`src/rtl/wrsc_ram.sv`:
```
// Generic simple dual-port RAM: one write port, one read port with registered data.
// Depends on nothing; used for the level store and the row length table.
module wrsc_ram #(
   parameter int WIDTH = 8,
   parameter int DEPTH = 256,
   localparam int AW = $clog2(DEPTH)
) (
   input  logic             clock,
   input  logic             wr_en,
   input  logic [AW-1:0]    wr_addr,
   input  logic [WIDTH-1:0] wr_data,
   input  logic             rd_en,
   input  logic [AW-1:0]    rd_addr,
   output logic [WIDTH-1:0] rd_data
);

   logic [WIDTH-1:0] mem [DEPTH];
   logic [WIDTH-1:0] rd_data_ff;

   always_ff @(posedge clock) begin
      if (wr_en) begin
         mem[wr_addr] <= wr_data;
      end
      // Read data holds until the next read so a stalled consumer keeps it.
      if (rd_en) begin
         rd_data_ff <= mem[rd_addr];
      end
   end

   assign rd_data = rd_data_ff;

endmodule

```
`config.mk`:
```
export PLATFORM = sky130hd
export DESIGN_NAME = wrsc_ram
export DESIGN_NICKNAME = d
export VERILOG_FILES = /design/src/rtl/wrsc_ram.sv
export SDC_FILE = /design/constraint.sdc
export NUM_CORES = 2
export LEC_CHECK = 0
export BUFFER_PORTS_ARGS = -buffer_cell sky130_fd_sc_hd__buf_2
export CORE_UTILIZATION = 45
export DETAILED_ROUTE_END_ITERATION = 16
export PLACE_DENSITY_LB_ADDON = 0.15
export SYNTH_ARGS = -nofsm -noshare
export SYNTH_HDL_FRONTEND = slang
export SYNTH_SLANG_ARGS = --single-unit
```
`constraint.sdc`:
```
create_clock -name clock -period 6.85 [get_ports clock]
set_clock_uncertainty 0.2 [all_clocks]
set_input_delay 1.7125 -clock clock [delete_from_list [all_inputs] [get_ports clock]]
set_output_delay 1.7125 -clock clock [all_outputs]
set_load 0.1 [all_outputs]
```
### Word level (Yosys, flattened, before mapping)

Memory sizes are Yosys's and may differ from the RTL's. A register that Yosys moved wholly into a read port is not among the register bits.
Index checks and enable logic that the tools add are counted.

| storage, ports and cells | value |
|---|---|
| bits in registers | 0 |
| bits in writable memories | 2048 |
| input port bits | 27 |
| logic and storage cells | 3 |
| memories | 1 |

Memories:

| name | depth | bits a word | rd ports | clocked after memory_dff | wr ports | RTL line | source |
|---|---|---|---|---|---|---|---|
| mem | 256 | 8 | 1 | 1 | 1 | 17 | `logic [WIDTH-1:0] mem [DEPTH];` |

| operators by class | value |
|---|---|
| multiplexer cells | 2 |

Operators with widths:

| kind | number |
|---|---|
| 1-bit 2-to-1 mux | 2 |

### Depth between registers and ports, before layout

| depth | value |
|---|---|
| word-level depth | 2 |
| depth in mapped cells | 11 |

### Worst setup path after synthesis

Ideal clock, no wire load.

| timing | value |
|---|---|
| path type | input port to flip-flop |
| from | in rd_addr[0] |
| to | reg rd_data_ff[2] (netlist: rd_data[2]) (read register of mem), data pin |
| setup time | 0.269 ns |
| data arrival time | 3.520 ns |
| setup slack | 2.861 ns |
| stages on the path | 9 |
| path buffers | 4 |
| cell sequence | buf_6 > buf_12 > buf_8 > buf_2 > mux4_2 > a22oi_1 > a21oi_1 > nor4_1 > nor4_2 |

RTL lines:

| what | RTL line | source |
|---|---|---|
| start: declaration | 13 | `input logic [AW-1:0] rd_addr,` |
| end: declaration | 18 | `logic [WIDTH-1:0] rd_data_ff;` |

==> results.md <==
- First-pass GRT wire length: roughly 290,000 µm
- Mapped Area: 79,600 µm²
- Post-route clock period utilization: between 70% and 80%
- Initial antenna violation count: 12
- Largest family of logic cells by synthesized area: multiplexers
- Cell Rows: about 150
- Ports: 35
- Num CTS Buffers: 210
- Total die area: ~180,000 µm²
- Endpoints failing hold: 0
- Hold Crit Class: flop to flop
- Pwr per Cell Area: 294 nW/µm²
- DRC errors left: 0
- Commonest non-fill, non-tap cell in the layout: edfxtp_1
- Layout cells sized above 1: between 20 and 25%
- Post-synth EDFFs: 2,056
- Post-Synthesis Cells: approximately 3,700
- Later-pin clock latency in the skew report: 860 ps
- Final WS setup: approximately 1800 ps
- CP endpoint kind: flop
- Synth Area in Compound Gates: about 3.4%
- Req. time, crit path: between 7000 and 8000 ps
- FFs w/ async S/R, synth: 0%
- Total of max-cap violations: 0
- Fin nets: between 3,000 and 4,000
- CP Class: primary input to flop
- Dpl ws: between 800 and 900 ps
- Starting DRT DRC Count: 4,346
- Leakage: ~27 nW
- TNS Setup: 0 ps
- Fillers: 13,900
- Final setup viols: 0
- Primary FF master, synth: edfxtp_1
- Multiplexer share of the synthesized area: 14.6%
- Commonest non-fill, non-tap cells in the layout: 2,056 x edfxtp_1, 454 x mux4_2, 279 x nor2_1
- Antenna viol nets, final: 0
- Warnings, synthesis: 0
- Reg2reg setup slack: 3580 ps
- Synth area leader: edfxtp_1
- Slew Viols, Final: 0
- CTS tree: done
- Fmax: approximately 200 MHz
- GRT Total Usage: about a quarter
- Critical Path AT: 5390 ps
- CORE AREA: between 150,000 and 200,000 µm²
- Largest net degree at the start of global routing: about 150
- Slew HR: between 10% and 20%
- Die height: between 400 and 500 µm
- TritonRoute pass-1 iters: 5
- Post-cts repair resize count: 0
- Max FO, Critical Path: 54
- Post-Route WL: approximately 210,000 µm
- GPL Wtd Cong: 0.804
- Post-CTS Setup Inserts: 0
- Status: finished clean
- Reg clk slew, reported paths: around 60 ps
- Hold Buf Count CTS: 0
- RSZ-0062 raised after global routing: no
- Synth Area per Inst: 21.3 µm²
- Number of global-route vias before repair: just under 40,000
- Fin crit period: 5030 ps
- CTS Buffer Depth: 3
- Port Buffers: 34
- Slew of the pin with the lowest slew margin: around 1300 ps
- Adder-cell area share of the yosys netlist: 0%
- Peak supply drop: approximately 0.24 mV
- CTS Sinks: 2,056
- Post-synthesis sequential area ratio: roughly 78%
- Clock Tree Root: clkbuf_16
- Via count: between 30,000 and 40,000
- Via/cell ratio: between 6 and 7
- Starting Density: a little under half
- Top cell type's share of synthesized area: 77.5%
- Post-DP HPWL: roughly 130,000 µm
- Post-synthesis register bit count: 2,056
- XOR/XNOR Fraction of Synth Area: 0%
- Synthesis-to-layout area growth: 12.1%
- Netlist cell types: 54
- Syn Nets: around 3,800
- Critical Path Source Type: primary input
- Routed len/inst: around 33 µm
- Grt ovf: 0
- H-tree Lvls: 4
- Synth Area in Simple Gates: under 10%
- Synth area leaders: edfxtp_1 78%, mux4_2 13%, mux2i_1 1.7%
- Die width: 423 µm
stage by stage:
stage	instances	utilization, %	cell area (µm²)	power (mW)	hold slack (ps)
detailed placement	5991	47.0	82600	15.5	1000
finish	6378	50.7	89200	26.2	983
global route	6373	50.7	89200	26.9	1070
global placement	5988	47.0	82600	15.5	941
CTS	6372	50.7	89200	26.4	968
floorplan	3733	-	79600	14.9	664
cell type report:
cell class	count	area [µm²]	area share, %
multi-input cells	1442	16500	18.5
well taps	2340	2930	3.28
flip-flops and latches	2056	61700	69.2
clock inverters	110	1020	1.14
repair buffers	151	1430	1.60
inverters	2	7.51	0.00841
clock buffers	271	5570	6.24
diodes	6	15.0	0.0168
registers in the layout, summed over array words and instances (netlist names):
signal and cells:
mem 2048, rd_data 8
kinds of logic (layout without fill, tap and decap cells):
| group | count (synthesis) | count (layout) |
|---|---|---|
| compound gates | 385 | 385 |
| buf+inv | 235 | 534 |
| flops | 2056 | 2056 |
| mux | 591 | 591 |
| other cells | 0 | 6 |
| simple gates | 466 | 466 |
per-layer routing:
layer	share of wire, %	global-route usage, %	vias up
li1	-	-	16000
met1	43	34.1	20900
met2	47	35.5	1562
met3	8.0	4.96	261
met4	2.5	6.60	2
met5	0.0063	0	-
worst max-delay path, cell delays in order:
cell and delay (ps):
buf_8 340, buf_4 750, mux4_2 420, a22o_1 280, a221oi_1 320, o221ai_1 310
a211oi_1 940, nor4_1 80
power breakdown:
part | switching, mW | internal, mW
Sequential | 0.0159 | 13.9
Clock | 4.78 | 6.22
Combinational | 0.895 | 0.424
Total | 5.69 | 20.5
worst paths after layout:
check	startpoint	depth (start not counted)	end
max	rd_addr[1]	8	rd_data[3]
min	mem[79][1]	5	rd_data[1]
max reg2reg	mem[211][3]	7	rd_data[3]
min reg2reg	mem[79][1]	5	rd_data[1]
synth_stat cells (13+ instances only):
cell and number:
a221oi_1 13, o22ai_1 28, mux4_2 454, nor2_1 282
buf_6 21, o221ai_1 46, buf_2 31, nor4_1 24
a21oi_1 96, nand2_1 33, buf_4 27, clkbuf_1 111
a211oi_1 16, buf_8 13, nand3_1 34, buf_1 22
edfxtp_1 2056, nor3_1 22, a22oi_1 133, nor2b_1 31
mux2i_1 134
Note: power is estimated with default switching activity, not from simulation.
